--- src/design/mdh_fk_pkg.sv ---
package mdh_fk_pkg;

    localparam int ANG_W  = 16;
    localparam int POS_W  = 20;
    localparam int QUAT_W = 16;
    localparam int CFG_W  = 64;
    localparam int IDX_W  = 3;
    localparam int NUM_REGS = 6;

    localparam logic signed [31:0] ONE_Q30  = 32'sd1073741824;
    localparam logic signed [31:0] CORDIC_K = 32'sd652032874;
    localparam int CORDIC_STEPS = 16;

    typedef struct packed {
        logic signed [ANG_W-1:0] joint1_angle;
        logic signed [ANG_W-1:0] joint2_angle;
        logic signed [ANG_W-1:0] joint3_angle;
        logic signed [ANG_W-1:0] joint4_angle;
        logic signed [ANG_W-1:0] joint5_angle;
        logic signed [ANG_W-1:0] joint6_angle;
    } t_fk_in;

    typedef struct packed {
        logic signed [POS_W-1:0]  pos_x;
        logic signed [POS_W-1:0]  pos_y;
        logic signed [POS_W-1:0]  pos_z;
        logic signed [QUAT_W-1:0] quat_w;
        logic signed [QUAT_W-1:0] quat_x;
        logic signed [QUAT_W-1:0] quat_y;
        logic signed [QUAT_W-1:0] quat_z;
        logic                     degenerate;
    } t_fk_out;

    typedef struct packed {
        logic        start;
        logic [15:0] angle;
    } t_trig_req;

    typedef struct packed {
        logic               done;
        logic signed [31:0] cos_v;
        logic signed [31:0] sin_v;
    } t_trig_rsp;

    typedef enum logic [3:0] {
        ST_IDLE,
        ST_TRIG_T,
        ST_WAIT_T,
        ST_TRIG_A,
        ST_WAIT_A,
        ST_LINK,
        ST_MAC,
        ST_NEXT,
        ST_SQRT,
        ST_DIV,
        ST_DONE
    } t_state;

    function automatic logic [31:0] atan_entry(input logic [3:0] i);
        logic [31:0] v;
        begin
            case (i)
                4'd0:  v = 32'h20000000;
                4'd1:  v = 32'h12E4051D;
                4'd2:  v = 32'h09FB385B;
                4'd3:  v = 32'h051111D4;
                4'd4:  v = 32'h028B0D43;
                4'd5:  v = 32'h0145D7E1;
                4'd6:  v = 32'h00A2F61E;
                4'd7:  v = 32'h00517C55;
                4'd8:  v = 32'h0028BE53;
                4'd9:  v = 32'h00145F2E;
                4'd10: v = 32'h000A2F98;
                4'd11: v = 32'h000517CC;
                4'd12: v = 32'h00028BE6;
                4'd13: v = 32'h000145F3;
                4'd14: v = 32'h0000A2F9;
                default: v = 32'h0000517C;
            endcase
            return v;
        end
    endfunction

    function automatic logic signed [31:0] clamp_q30(input logic signed [47:0] v);
        logic signed [31:0] r;
        begin
            if (v > 48'sd1073741824) r = ONE_Q30;
            else if (v < -48'sd1073741824) r = -ONE_Q30;
            else r = v[31:0];
            return r;
        end
    endfunction

endpackage

--- src/design/mdh_fk_cordic.sv ---
module mdh_fk_cordic
    import mdh_fk_pkg::*;
(
    input  logic      i_clk,
    input  logic      i_rst_n,
    input  t_trig_req i_req,
    output t_trig_rsp o_rsp
);

    logic signed [33:0] r_x, r_y, r_z;
    logic signed [33:0] n_x, n_y, n_z;
    logic [3:0]  r_i;
    logic [1:0]  r_quad;
    logic        r_run;
    logic        r_done;
    logic signed [33:0] dx, dy, at;
    logic signed [31:0] cx, cy;

    assign dx = r_y >>> r_i;
    assign dy = r_x >>> r_i;
    assign at = 34'(atan_entry(r_i));

    always_comb begin
        if (r_z >= 0) begin
            n_x = r_x - dx;
            n_y = r_y + dy;
            n_z = r_z - at;
        end else begin
            n_x = r_x + dx;
            n_y = r_y - dy;
            n_z = r_z + at;
        end
    end

    always_ff @(posedge i_clk) begin
        if (!i_rst_n) begin
            r_run  <= 1'b0;
            r_done <= 1'b0;
            r_i    <= '0;
        end else begin
            r_done <= 1'b0;
            if (i_req.start) begin
                r_run  <= 1'b1;
                r_i    <= '0;
                r_quad <= i_req.angle[15:14];
                r_x    <= 34'(CORDIC_K);
                r_y    <= '0;
                r_z    <= {4'd0, i_req.angle[13:0], 16'd0};
            end else if (r_run) begin
                r_x <= n_x;
                r_y <= n_y;
                r_z <= n_z;
                r_i <= r_i + 4'd1;
                if (r_i == 4'(CORDIC_STEPS - 1)) begin
                    r_run  <= 1'b0;
                    r_done <= 1'b1;
                end
            end
        end
    end

    assign cx = clamp_q30(48'(r_x));
    assign cy = clamp_q30(48'(r_y));

    always_comb begin
        o_rsp.done = r_done;
        case (r_quad)
            2'd0: begin o_rsp.cos_v = cx;  o_rsp.sin_v = cy;  end
            2'd1: begin o_rsp.cos_v = -cy; o_rsp.sin_v = cx;  end
            2'd2: begin o_rsp.cos_v = -cx; o_rsp.sin_v = -cy; end
            default: begin o_rsp.cos_v = cy; o_rsp.sin_v = -cx; end
        endcase
    end

`ifndef SYNTHESIS
    a_done_pulse: assert property (@(posedge i_clk) disable iff (!i_rst_n)
        r_done |=> !r_done) else $error("cordic done held");
    a_run_done: assert property (@(posedge i_clk) disable iff (!i_rst_n)
        r_done |-> !r_run) else $error("cordic done while running");
    a_range: assert property (@(posedge i_clk) disable iff (!i_rst_n)
        r_done |-> (cx <= ONE_Q30 && cx >= -ONE_Q30)) else $error("cordic range");
`endif

endmodule

--- config.mk ---
export PLATFORM = sky130hd
export DESIGN_NAME = mdh_fk_cordic
export DESIGN_NICKNAME = d
export VERILOG_FILES = /design/src/design/mdh_fk_pkg.sv /design/src/design/mdh_fk_cordic.sv
export SDC_FILE = /design/constraint.sdc
export NUM_CORES = 1
export LEC_CHECK = 0
export ABC_AREA = 1
export BUFFER_PORTS_ARGS = -buffer_cell sky130_fd_sc_hd__buf_2
export CORE_ASPECT_RATIO = 1.1
export CORE_UTILIZATION = 36
export CTS_BUF_LIST = sky130_fd_sc_hd__clkbuf_4
export CTS_CLUSTER_SIZE = 24
export DETAILED_ROUTE_END_ITERATION = 6
export PLACE_DENSITY = 0.55
export SLEW_MARGIN = 20
export SYNTH_ARGS = -nofsm -noshare
export SYNTH_HDL_FRONTEND = slang
export SYNTH_SLANG_ARGS = --single-unit
--- constraint.sdc ---
create_clock -name i_clk -period 6.8 [get_ports i_clk]
set_input_delay 0.34 -clock i_clk [delete_from_list [all_inputs] [get_ports i_clk]]
set_output_delay 0.34 -clock i_clk [all_outputs]
set_load 0.05 [all_outputs]
== Word level (Yosys, flattened, before mapping) ==
Memory sizes are Yosys's and may differ from the RTL's. A register that Yosys moved wholly into a read port is not among the register bits.
Index checks and enable logic that the tools add are counted.
W data, S select, Z words.

* Bitwise gates (word level): 2
* Eq/ne operators: 3
* Reductions and logical operators: 6
* Add/sub/neg operators: 9
* Mux-type cells: 18
* $lt $le $gt $ge: 5
* Shift-type cells: 2

{| class="wikitable"
|+ Operator list
! kind !! number
|-
| $mux W34 || 6
|-
| $pmux W64 S3 || 1
|-
| $mux W32 || 4
|-
| $add A34 B34 Y34 || 2
|-
| $gt A34 B32 Y1 const B || 2
|-
| $lt A34 B31 Y1 const B || 2
|-
| $sshr A34 B4 Y34 || 2
|-
| $sub A34 B34 Y34 || 2
|-
| $neg A32 Y32 || 2
|-
| $add A34 B33 Y34 || 1
|-
| $ge A34 B1 Y1 const B || 1
|-
| $sub A34 B33 Y34 || 1
|-
| $mux W30 || 1
|-
| $mux W4 || 2
|-
| $add A4 B1 Y4 const B || 1
|-
| $eq A4 B4 Y1 const B || 1
|-
| $mux W1 || 4
|-
| $reduce_and A2 Y1 || 2
|-
| $reduce_or A3 Y1 || 1
|-
| $eq A2 B1 Y1 const B || 1
|-
| $eq A2 B2 Y1 const B || 1
|-
| $logic_not A2 Y1 || 1
|-
| $not A1 Y1 || 2
|-
| $reduce_bool A2 Y1 || 1
|-
| $reduce_or A2 Y1 || 1
|}

* Memory bits (read-only): 480
* Input bits: 19
* Word-level logic and storage cells: 54
* Register bits after elaboration: 110
* Memories: 1

{| class="wikitable"
|+ Memory list
! memory !! depth !! bits a word !! read ports !! clocked after Yosys merged registers in !! write ports !! RTL line !! RTL
|-
| (no name shown) || 16 || 30 || 1 || 1 || 0 || mdh_fk_pkg.sv:62 || <nowiki>case (i)</nowiki>
|}

== Depth between registers and ports, before layout ==
Gate-level depths: netlist (run 1).

* Word-level depth: 5
* Gate-level depth with buffers: 31
* Depth with buffers taken out: 28

== Worst setup path after synthesis (run 1) ==
No wires, ideal clock.

* Path kind: register to register
* Start point: reg r_i[0]
* End point: reg r_x[25] (data pin)
* Setup slack: 3.117 ns
* Clock period less this slack: 3.683 ns
* Cell stages (with the launch flop): 26
* Arrival time: 3.421 ns
* Path through: dfxtp_1 buf_6 clkbuf_1 nand2_1 nand3_2 nand3_1 nand3_1 nand2_1 ha_1 nand3_1 inv_2 nand2_4 nor2_4 nand3_2 nand2_1 xnor2_1 ha_1 a21oi_1 inv_1 a31oi_1 a21boi_0 o21ai_0 nand2_1 o21ai_0 a21oi_1 o21ai_0

* Cells in the longest elaborated chain, start to end: 4
* Elaborated cells on any way between the ends: 5

{| class="wikitable"
|+ Ends and longest elaborated chain
! element !! RTL line !! RTL
|-
| from (decl) || mdh_fk_cordic.sv:12 || <nowiki>logic [3:0] r_i;</nowiki>
|-
| from (signal assigned) || mdh_fk_cordic.sv:53 || <nowiki>r_i <= r_i + 4'd1;</nowiki>
|-
| $sshr A34 B4 Y34 * || mdh_fk_cordic.sv:19 || <nowiki>assign dx = r_y >>> r_i;</nowiki>
|-
| $add A34 B34 Y34 / $sub A34 B34 Y34 (equally long branches) || mdh_fk_cordic.sv:29, mdh_fk_cordic.sv:25 ||
|-
| $mux W34 * || mdh_fk_cordic.sv:24 || <nowiki>if (r_z >= 0) begin</nowiki>
|-
| $mux W34 * || mdh_fk_cordic.sv:49 || <nowiki>end else if (r_run) begin</nowiki>
|-
| to (signal assigned) || mdh_fk_cordic.sv:46 || <nowiki>r_x <= 34'(CORDIC_K);</nowiki>
|-
| to (signal assigned) || mdh_fk_cordic.sv:50 || <nowiki>r_x <= n_x;</nowiki>
|-
| to (decl) || mdh_fk_cordic.sv:10 || <nowiki>logic signed [33:0] r_x, r_y, r_z;</nowiki>
|}

Every way passes the cells marked *; elsewhere a longest branch is shown, timed or not. The select of a mux whose other input is x is not followed.
A chain may end at the register's enable or synchronous reset.

==> results.sh, run 1 <==
export IMPL_outcome="completed"
export IMPL_start_kind="register"
export IMPL_hp_class="input pin to register"
export IMPL_row_count=91
export IMPL_ios=84
export IMPL_crit_type="register to output pin"
export IMPL_grtUsageMet1_pct=35.09
export IMPL_ys_flop_type="edfxtp_1"
export IMPL_core_area_um2=56470
export IMPL_fillCellCount=6377
export IMPL_skew_ns=0.04283
export IMPL_grt_util_met3_pct=4.926
export IMPL_place_gp_congestion=1.023
export IMPL_setup_viol=0
export IMPL_cap_violations=0
export IMPL_layout_setup_ws_ns=1.755
export IMPL_grt_ovfl_total=0
export IMPL_cts_buffer_depth=2
export IMPL_dp_slack_ns=1.961
export IMPL_register_area_um2=3847
export IMPL_grt_pass1_vias=22010
export IMPL_worst_pin_slew_ns=0.9512
export IMPL_power_density_nw_per_um2=467.5
export IMPL_multi_input_area_um2=14780
export IMPL_cp_required_ns=6.46
export IMPL_ys_seq_area_share_pct=18.55
export IMPL_synth_net_count=3692
export IMPL_clk_latency_ns=0.78
export IMPL_crit_start="r_y[33]"
export IMPL_syn_area_per_cell_um2=5.822
export IMPL_yosys_area_top_type_share_pct=17.49
export IMPL_ys_async_sr_fraction_pct=0
export IMPL_r2r_end="r_y[31]"
export IMPL_setup_worst_path_end_class="output pin"
export IMPL_final_setup_tns_ns=0
export IMPL_synth_cell_types=51
export IMPL_final_hold_viol_count=0
export IMPL_synth_edf_count=104
export IMPL_drt_iter0_drc=2299
export IMPL_synth_most_common_cell="nand2_1"
export IMPL_clkTransAtPathRegs_ns=0.13
export IMPL_post_cts_resized=0
export IMPL_vdd_ir_drop_max_v=0.0001891
export IMPL_period_minus_slack_ns=5.045
export IMPL_portBuffers=83
export IMPL_tritoncts="yes"
export IMPL_timing_hold_ws_ns=0.1063
export IMPL_routedWlPerCell_um=18.58
export IMPL_firstDrtPassIters=6
export IMPL_r2r_slack_ns=1.86
export IMPL_numCtsBuffers=17
export IMPL_synth_area_um2=20720
export IMPL_via_per_inst=5.479
export IMPL_yosys_area_top_type="nand2_1"
export IMPL_dpl_cell_area_um2=21640
export IMPL_die_width_um=230.7
export IMPL_max_freq_ghz=0.1982
export IMPL_clock_sinks=140
export IMPL_antenna_found_initial=2
export IMPL_fin_area_um2=22140
export IMPL_antenna_left=0
export IMPL_r2r_start="r_i[0]"
export IMPL_cp_endpoint="o_rsp[54]"
export IMPL_track_usage_pct=27.39
export IMPL_die_area_um2=58510
export IMPL_vias=23710
export IMPL_dp_hpwl_um=63560
export IMPL_ys_warn_count=0
export IMPL_grt_max_degree=78
export IMPL_synth_common_cells="nand2_1 (965), nand3_1 (503), nor2_1 (393)"
export IMPL_netlist_instances=3558
export IMPL_cts_htree_levels=4
export IMPL_p_leak_nw=10.39
export IMPL_ys_ff_latch=140
export IMPL_period_share_pct=74.19
export IMPL_synthTopCellsByArea="nand2_1 (17%), edfxtp_1 (15%), nand3_1 (12%), nor2_1 (7.1%), inv_1 (7.0%)"
export IMPL_grt_pass1_wl_um=123600
export IMPL_max_slew_margin_pct=36.59
export IMPL_busiest_layer="met2"
export IMPL_root_buffer="clkbuf_4"
export IMPL_start_util_pct=36.68
export IMPL_grt_util_met2_pct=44.11
export IMPL_power_total_mw=10.35
export IMPL_reg2regPathDepth=22
export IMPL_nets=3700
export IMPL_wirelength_um=80410
export IMPL_arrival_ns=4.71
export IMPL_drive_above_1_share_pct=6.706
export IMPL_synthToLayoutAreaGrowth_pct=6.855
export IMPL_cp_max_fo=15
export IMPL_drcViolationCount=0
export IMPL_die_h_um=253.6
export IMPL_rsz0062_at_grt="no"
export IMPL_finalMaxSlewViolations=0
## metrics by stage
| step | std cells | utilization, % |
|---|---|---|
| after global placement | 4274 | 38.31 |
| final | 4328 | 39.20 |
| after detailed placement | 4274 | 38.31 |
| after CTS | 4323 | 39.17 |
| after global routing | 4328 | 39.20 |
| after floorplan | 3558 | - |
## sequential cells by signal (all words and copies together), names as in the netlist
signal  flops
at         30
r_quad      2
r_run       1
r_y        34
r_i         4
r_z        34
r_x        34
r_done      1
## critical path, cell delays in order, from the launching register on
cell and delay, ns:
edfxtp_1 0.79, nor2_1 0.14, nand2_1 0.18, inv_1 0.11
nor2_1 0.10, nand2_1 0.32, nand2_1 0.25, ha_1 0.24
nand3_1 0.21, nor2_1 0.56, nand2_1 0.22, o21bai_1 0.21
nand3_1 0.10, nand4_1 0.21, buf_2 0.31
## worst min-delay path by stage
| stage | start | endpoint | slack, ns | cells after the start |
|---|---|---|---|---|
| floorplan | i_req[14] | r_quad[0] | 0.44 | 0 |
| global placement | i_req[14] | r_quad[0] | 0.52 | 1 |
| detailed placement | i_req[14] | r_quad[0] | 0.52 | 1 |
| CTS | i_req[16] | r_y[1] | 0.06 | 2 |
| global route | i_req[16] | r_y[1] | 0.05 | 2 |
| finish | i_req[16] | r_y[1] | 0.11 | 2 |
## layout make-up
class / count / share of cell area [%]
Clock buffer: 18 / 0.6104
Inverter: 398 / 6.754
Tap cell: 744 / 4.205
Sequential cell: 140 / 17.38
Clock inverter: 14 / 0.8252
Multi-Input combinational cell: 2889 / 66.79
Antenna cell: 5 / 0.05652
Timing Repair Buffer: 120 / 3.380
## per-layer routing
layer  share of wire (%)  vias up
met5                   0        -
met4                 5.1        0
met3                 7.2      166
met2                  44      861
met1                  44    10740
li1                    -    11950
## logic make-up (layout without fill, tap and decap cells)
group           after synthesis  in the layout  share of synthesized area, %
simple gates               2043           2043                         42.53
fa+ha+maj                   115            115                         7.054
compound gates              621            621                         16.98
flops                       140            140                         18.55
buf+inv                     529            550                         10.23
xor+xnor                    110            110                         4.651
other cells                   0              5                             0
## layout by cell type (no fill, tap or decap), types with 10 or more instances in the layout
cell / n
nand2_1: 964
nand3_1: 503
nor2_1: 390
inv_1: 383
o21ai_0: 244
a21oi_1: 207
ha_1: 112
edfxtp_1: 104
buf_2: 83
nand4_1: 75
xor2_1: 66
xnor2_1: 44
dfxtp_1: 33
or2_2: 24
nor3_1: 22
a31oi_1: 22
o21ai_1: 19
nand2_2: 19
buf_4: 19
clkbuf_4: 18
o21bai_1: 17
dlygate4sd3_1: 17
o21a_1: 15
o2111ai_1: 14
o21ai_2: 14
inv_2: 12
o211ai_1: 12
a21o_1: 12
a221oi_1: 11
o22ai_1: 10
## repair_timing
| action | in CTS | in global routing |
|---|---|---|
| hold endpoints to repair | 18 | 0 |
| setup endpoints to repair | 0 | 0 |
| hold buffers | 17 | 0 |
| setup buffers | 0 | 0 |
## where the power goes
part / total (mW) / switching, mW / internal [mW]
sequential: 1.76 / 0.505 / 1.25
combinational: 7.92 / 5.58 / 2.33
clock: 0.674 / 0.408 / 0.267
total: 10.3 / 6.50 / 3.85
Note: power is estimated with default switching activity, not from simulation.
==> run 2: changes to the inputs <==
--- a/config.mk
+++ b/config.mk
@@ -5,7 +5,7 @@
 export SDC_FILE = /design/constraint.sdc
 export NUM_CORES = 1
 export LEC_CHECK = 0
-export ABC_AREA = 1
+export ABC_AREA = 0
 export BUFFER_PORTS_ARGS = -buffer_cell sky130_fd_sc_hd__buf_2
 export CORE_ASPECT_RATIO = 1.1
 export CORE_UTILIZATION = 36
==> constraint.sdc (replaced) <==
create_clock -name i_clk -period 4.9 [get_ports i_clk]
set_input_delay 0.245 -clock i_clk [delete_from_list [all_inputs] [get_ports i_clk]]
set_output_delay 0.245 -clock i_clk [all_outputs]
set_load 0.05 [all_outputs]
==> run 2 against run 1 <==
Effect of this change:
- the run now ends with negative setup slack left
- non-clock buffer count increased by 579
- register-to-register slack got worse by 2.3 ns
- setup slack got worse by 2.2 ns
- combinational power increased by 39%
- first-iteration DRC count decreased by 18%
- clock power increased by 25%
- cell area increased by 22%
- global-route usage decreased by 0.29 points
- critical path depth increased by 7
- worst hold slack got worse by 0.017 ns
- via count decreased by 6.8%
- sequential power increased by 10%
- largest power group unchanged
- highest routed layer is now met5
==> results.sh, run 2 <==
export IMPL_critical_path_top_delay_family="simple AND/OR/NAND/NOR gates"
export IMPL_synth_edf_count=104
export IMPL_root_buffer="clkbuf_4"
export IMPL_max_freq_ghz=0.1868
export IMPL_grt_ovfl_total=0
export IMPL_start_util_pct=36.60
export IMPL_power_total_mw=13.80
export IMPL_drcViolationCount=0
export IMPL_final_hold_viol_count=0
export IMPL_cp_cell_sequence="buf_12, buf_12, mux4_2, mux2_4, and4b_1, o221ai_2, or4_4, or4b_4, buf_4, buf_6, inv_2, a21oi_2, xnor2_1, ha_1, a21o_1, a21o_1, a21o_1, a22oi_2, o211ai_1, a21oi_1, mux2_2"
export IMPL_ys_seq_area_share_pct=19.48
export IMPL_place_gp_congestion=0.9631
export IMPL_final_util_pct=50.22
export IMPL_power_density_nw_per_um2=509.9
export IMPL_hp_class="input pin to register"
export IMPL_synthToLayoutAreaGrowth_pct=37.21
export IMPL_firstDrtPassIters=5
export IMPL_cts_buffer_depth=2
export IMPL_crit_buf_inv=5
export IMPL_die_h_um=247.5
export IMPL_layout_common_cells="buf_4 (545), nand2_1 (291), nor2_1 (214)"
export IMPL_setup_viol=24
export IMPL_cap_violations=0
export IMPL_cp_max_fo=6
export IMPL_track_usage_pct=27.11
export IMPL_netlist_instances=2492
export IMPL_nets=3156
export IMPL_ys_warn_count=0
export IMPL_synth_cell_types=91
export IMPL_core_area_um2=53900
export IMPL_synth_common_cells="nand2_1 (300), nor2_1 (228), o21ai_0 (203)"
export IMPL_row_count=89
export IMPL_worst_pin_slew_ns=1.094
export IMPL_max_slew_margin_pct=27.06
export IMPL_ios=84
export IMPL_antenna_found_initial=3
export IMPL_p_leak_nw=11.22
export IMPL_ys_async_sr_fraction_pct=0
export IMPL_final_common_cell="buf_4"
export IMPL_reg_top3="r_x x34, r_y x34, r_z x34"
export IMPL_max_stage_delay_ns=0.54
export IMPL_grt_max_degree=170
export IMPL_wirelength_um=77160
export IMPL_routedWlPerCell_um=20.49
export IMPL_syn_area_per_cell_um2=7.916
export IMPL_cpMostUsedCell="a21o_1"
export IMPL_period_share_pct=109.2
export IMPL_ys_ff_latch=140
export IMPL_synth_most_common_cell="nand2_1"
export IMPL_grt_pass1_wl_um=118700
export IMPL_drt_iter0_drc=1896
export IMPL_die_width_um=225.2
export IMPL_violations="negative setup slack"
export IMPL_layout_setup_ws_ns=-0.4530
export IMPL_skew_ns=0.04639
export IMPL_synthTopCellsByArea="edfxtp_1 (16%), mux4_2 (8.8%), ha_1 (7.1%), nand2_1 (5.7%), o21ai_0 (5.1%)"
export IMPL_outcome="finished with violations"
export IMPL_synth_area_um2=19730
export IMPL_ys_flop_type="edfxtp_1"
export IMPL_antenna_left=0
export IMPL_setup_worst_path_end_class="register"
export IMPL_dp_hpwl_um=58540
export IMPL_vias=22100
export IMPL_numCtsBuffers=17
export IMPL_start_kind="register"
export IMPL_clock_sinks=140
export IMPL_yosys_area_top_type_share_pct=15.83
export IMPL_cpMaxStageDelayCell="mux4_2"
export IMPL_rsz0062_at_grt="yes"
export IMPL_portBuffers=83
export IMPL_vdd_ir_drop_max_v=0.0001836
export IMPL_synth_net_count=2626
export IMPL_drive_above_1_share_pct=35.06
export IMPL_tritoncts="yes"
export IMPL_finalMaxSlewViolations=0
export IMPL_cts_htree_levels=4
export IMPL_arrival_ns=5.84
export IMPL_period_minus_slack_ns=5.353
export IMPL_via_per_inst=5.871
export IMPL_crit_type="register to register"
export IMPL_clkTransAtPathRegs_ns=0.15
export IMPL_die_area_um2=55740
export IMPL_grt_pass1_vias=21110
export IMPL_clk_latency_ns=0.75
export IMPL_yosys_area_top_type="edfxtp_1"
export IMPL_cp_required_ns=5.39
-- run 2: cell count changes after synthesis, sizes merged, moves of 34 or more --
cell    previous run  this run
a21o              12        56
mux2i              0        78
mux4               0        81
nand4             76        15
o21ai            277       207
nand3            510        65
mux2               0        34
inv              396        68
nand2            985       300
nor2             406       228
xnor2             44        95
clkbuf            62       136
-- run 2: worst paths after layout --
kind,from,end,slack (ns),cells after the start
min,i_rst_n,at[14],0.09,3
max reg2reg,r_i[1],r_x[32],-0.45,21
max,r_i[1],r_x[32],-0.45,21
min reg2reg,r_run,r_done,0.66,2
-- run 2: layout make-up --
class,count,area [µm²]
Fill cell,5259,26830
Multi-Input combinational cell,2095,16120
Timing Repair Buffer,699,5634
Sequential cell,140,3854
Tap cell,728,910.9
Inverter,69,266.5
Clock buffer,19,142.6
Clock inverter,13,131.4
Antenna cell,2,5.005
-- run 2: repair_timing --
action / CTS / global route
buffers inserted: 54 / 50
endpoints found under the hold margin: 33 / 5
gates cloned: 1 / 1
setup endpoints to repair: 84 / 79
gates resized for setup: 204 / 166
hold buffers: 16 / 1
pin swaps: 69 / 107
-- run 2: per-layer routing --
layer | track usage, % | wire, µm | part of all wire, % | up-vias
li1 | - | - | - | 10360
met1 | 34.02 | 32260 | 42 | 10760
met2 | 46.80 | 37570 | 49 | 797
met3 | 3.682 | 4392 | 5.7 | 184
met4 | 10.72 | 2922 | 3.8 | 2
met5 | 0 | 10 | 0.013 | -
-- run 2: where the power goes --
| group | switching, mW | internal [mW] | leakage, nW | total (mW) |
|---|---|---|---|---|
| Combinational | 5.87 | 5.15 | 9.79 | 11.0 |
| Sequential | 0.295 | 1.64 | 1.29 | 1.94 |
| Clock | 0.566 | 0.275 | 0.142 | 0.841 |
| Total | 6.73 | 7.07 | 11.2 | 13.8 |
-- run 2: tightest hold or removal path: stages --
cell     delay, ns
buf_2         0.14
nand2_1       0.31
nor2_1        0.09
-- run 2: cells by family (layout without fill, tap and decap cells) --
kind of cell / count (synthesis) / count (layout) / synth area share [%]
xor gates and xnor gates: 183 / 183 / 8.125
muxes: 193 / 193 / 15.22
AOI/OAI and AO/OA: 755 / 755 / 24.35
and+or+nand+nor: 849 / 849 / 20.05
buffers and inverters: 257 / 800 / 5.359
adders and majority gates: 115 / 115 / 7.408
DFF: 140 / 140 / 19.48
other: 0 / 2 / 0
-- run 2: stage by stage --
step	instance area [µm²]	hold slack [ns]	setup slack [ns]	setup TNS (ns)	instances
4_1_cts	26090	-0.07332	-0.4393	-3.418	3719
3_5_place_dp	24350	0.4255	-0.7380	-11.95	3618
5_1_grt	27070	0.08886	-0.6270	-11.56	3765
6_report	27070	0.08936	-0.4530	-5.557	3765
2_1_floorplan	19960	0.3439	-0.3382	-1.179	2492
3_3_place_gp	24350	0.4256	-0.7208	-10.69	3618
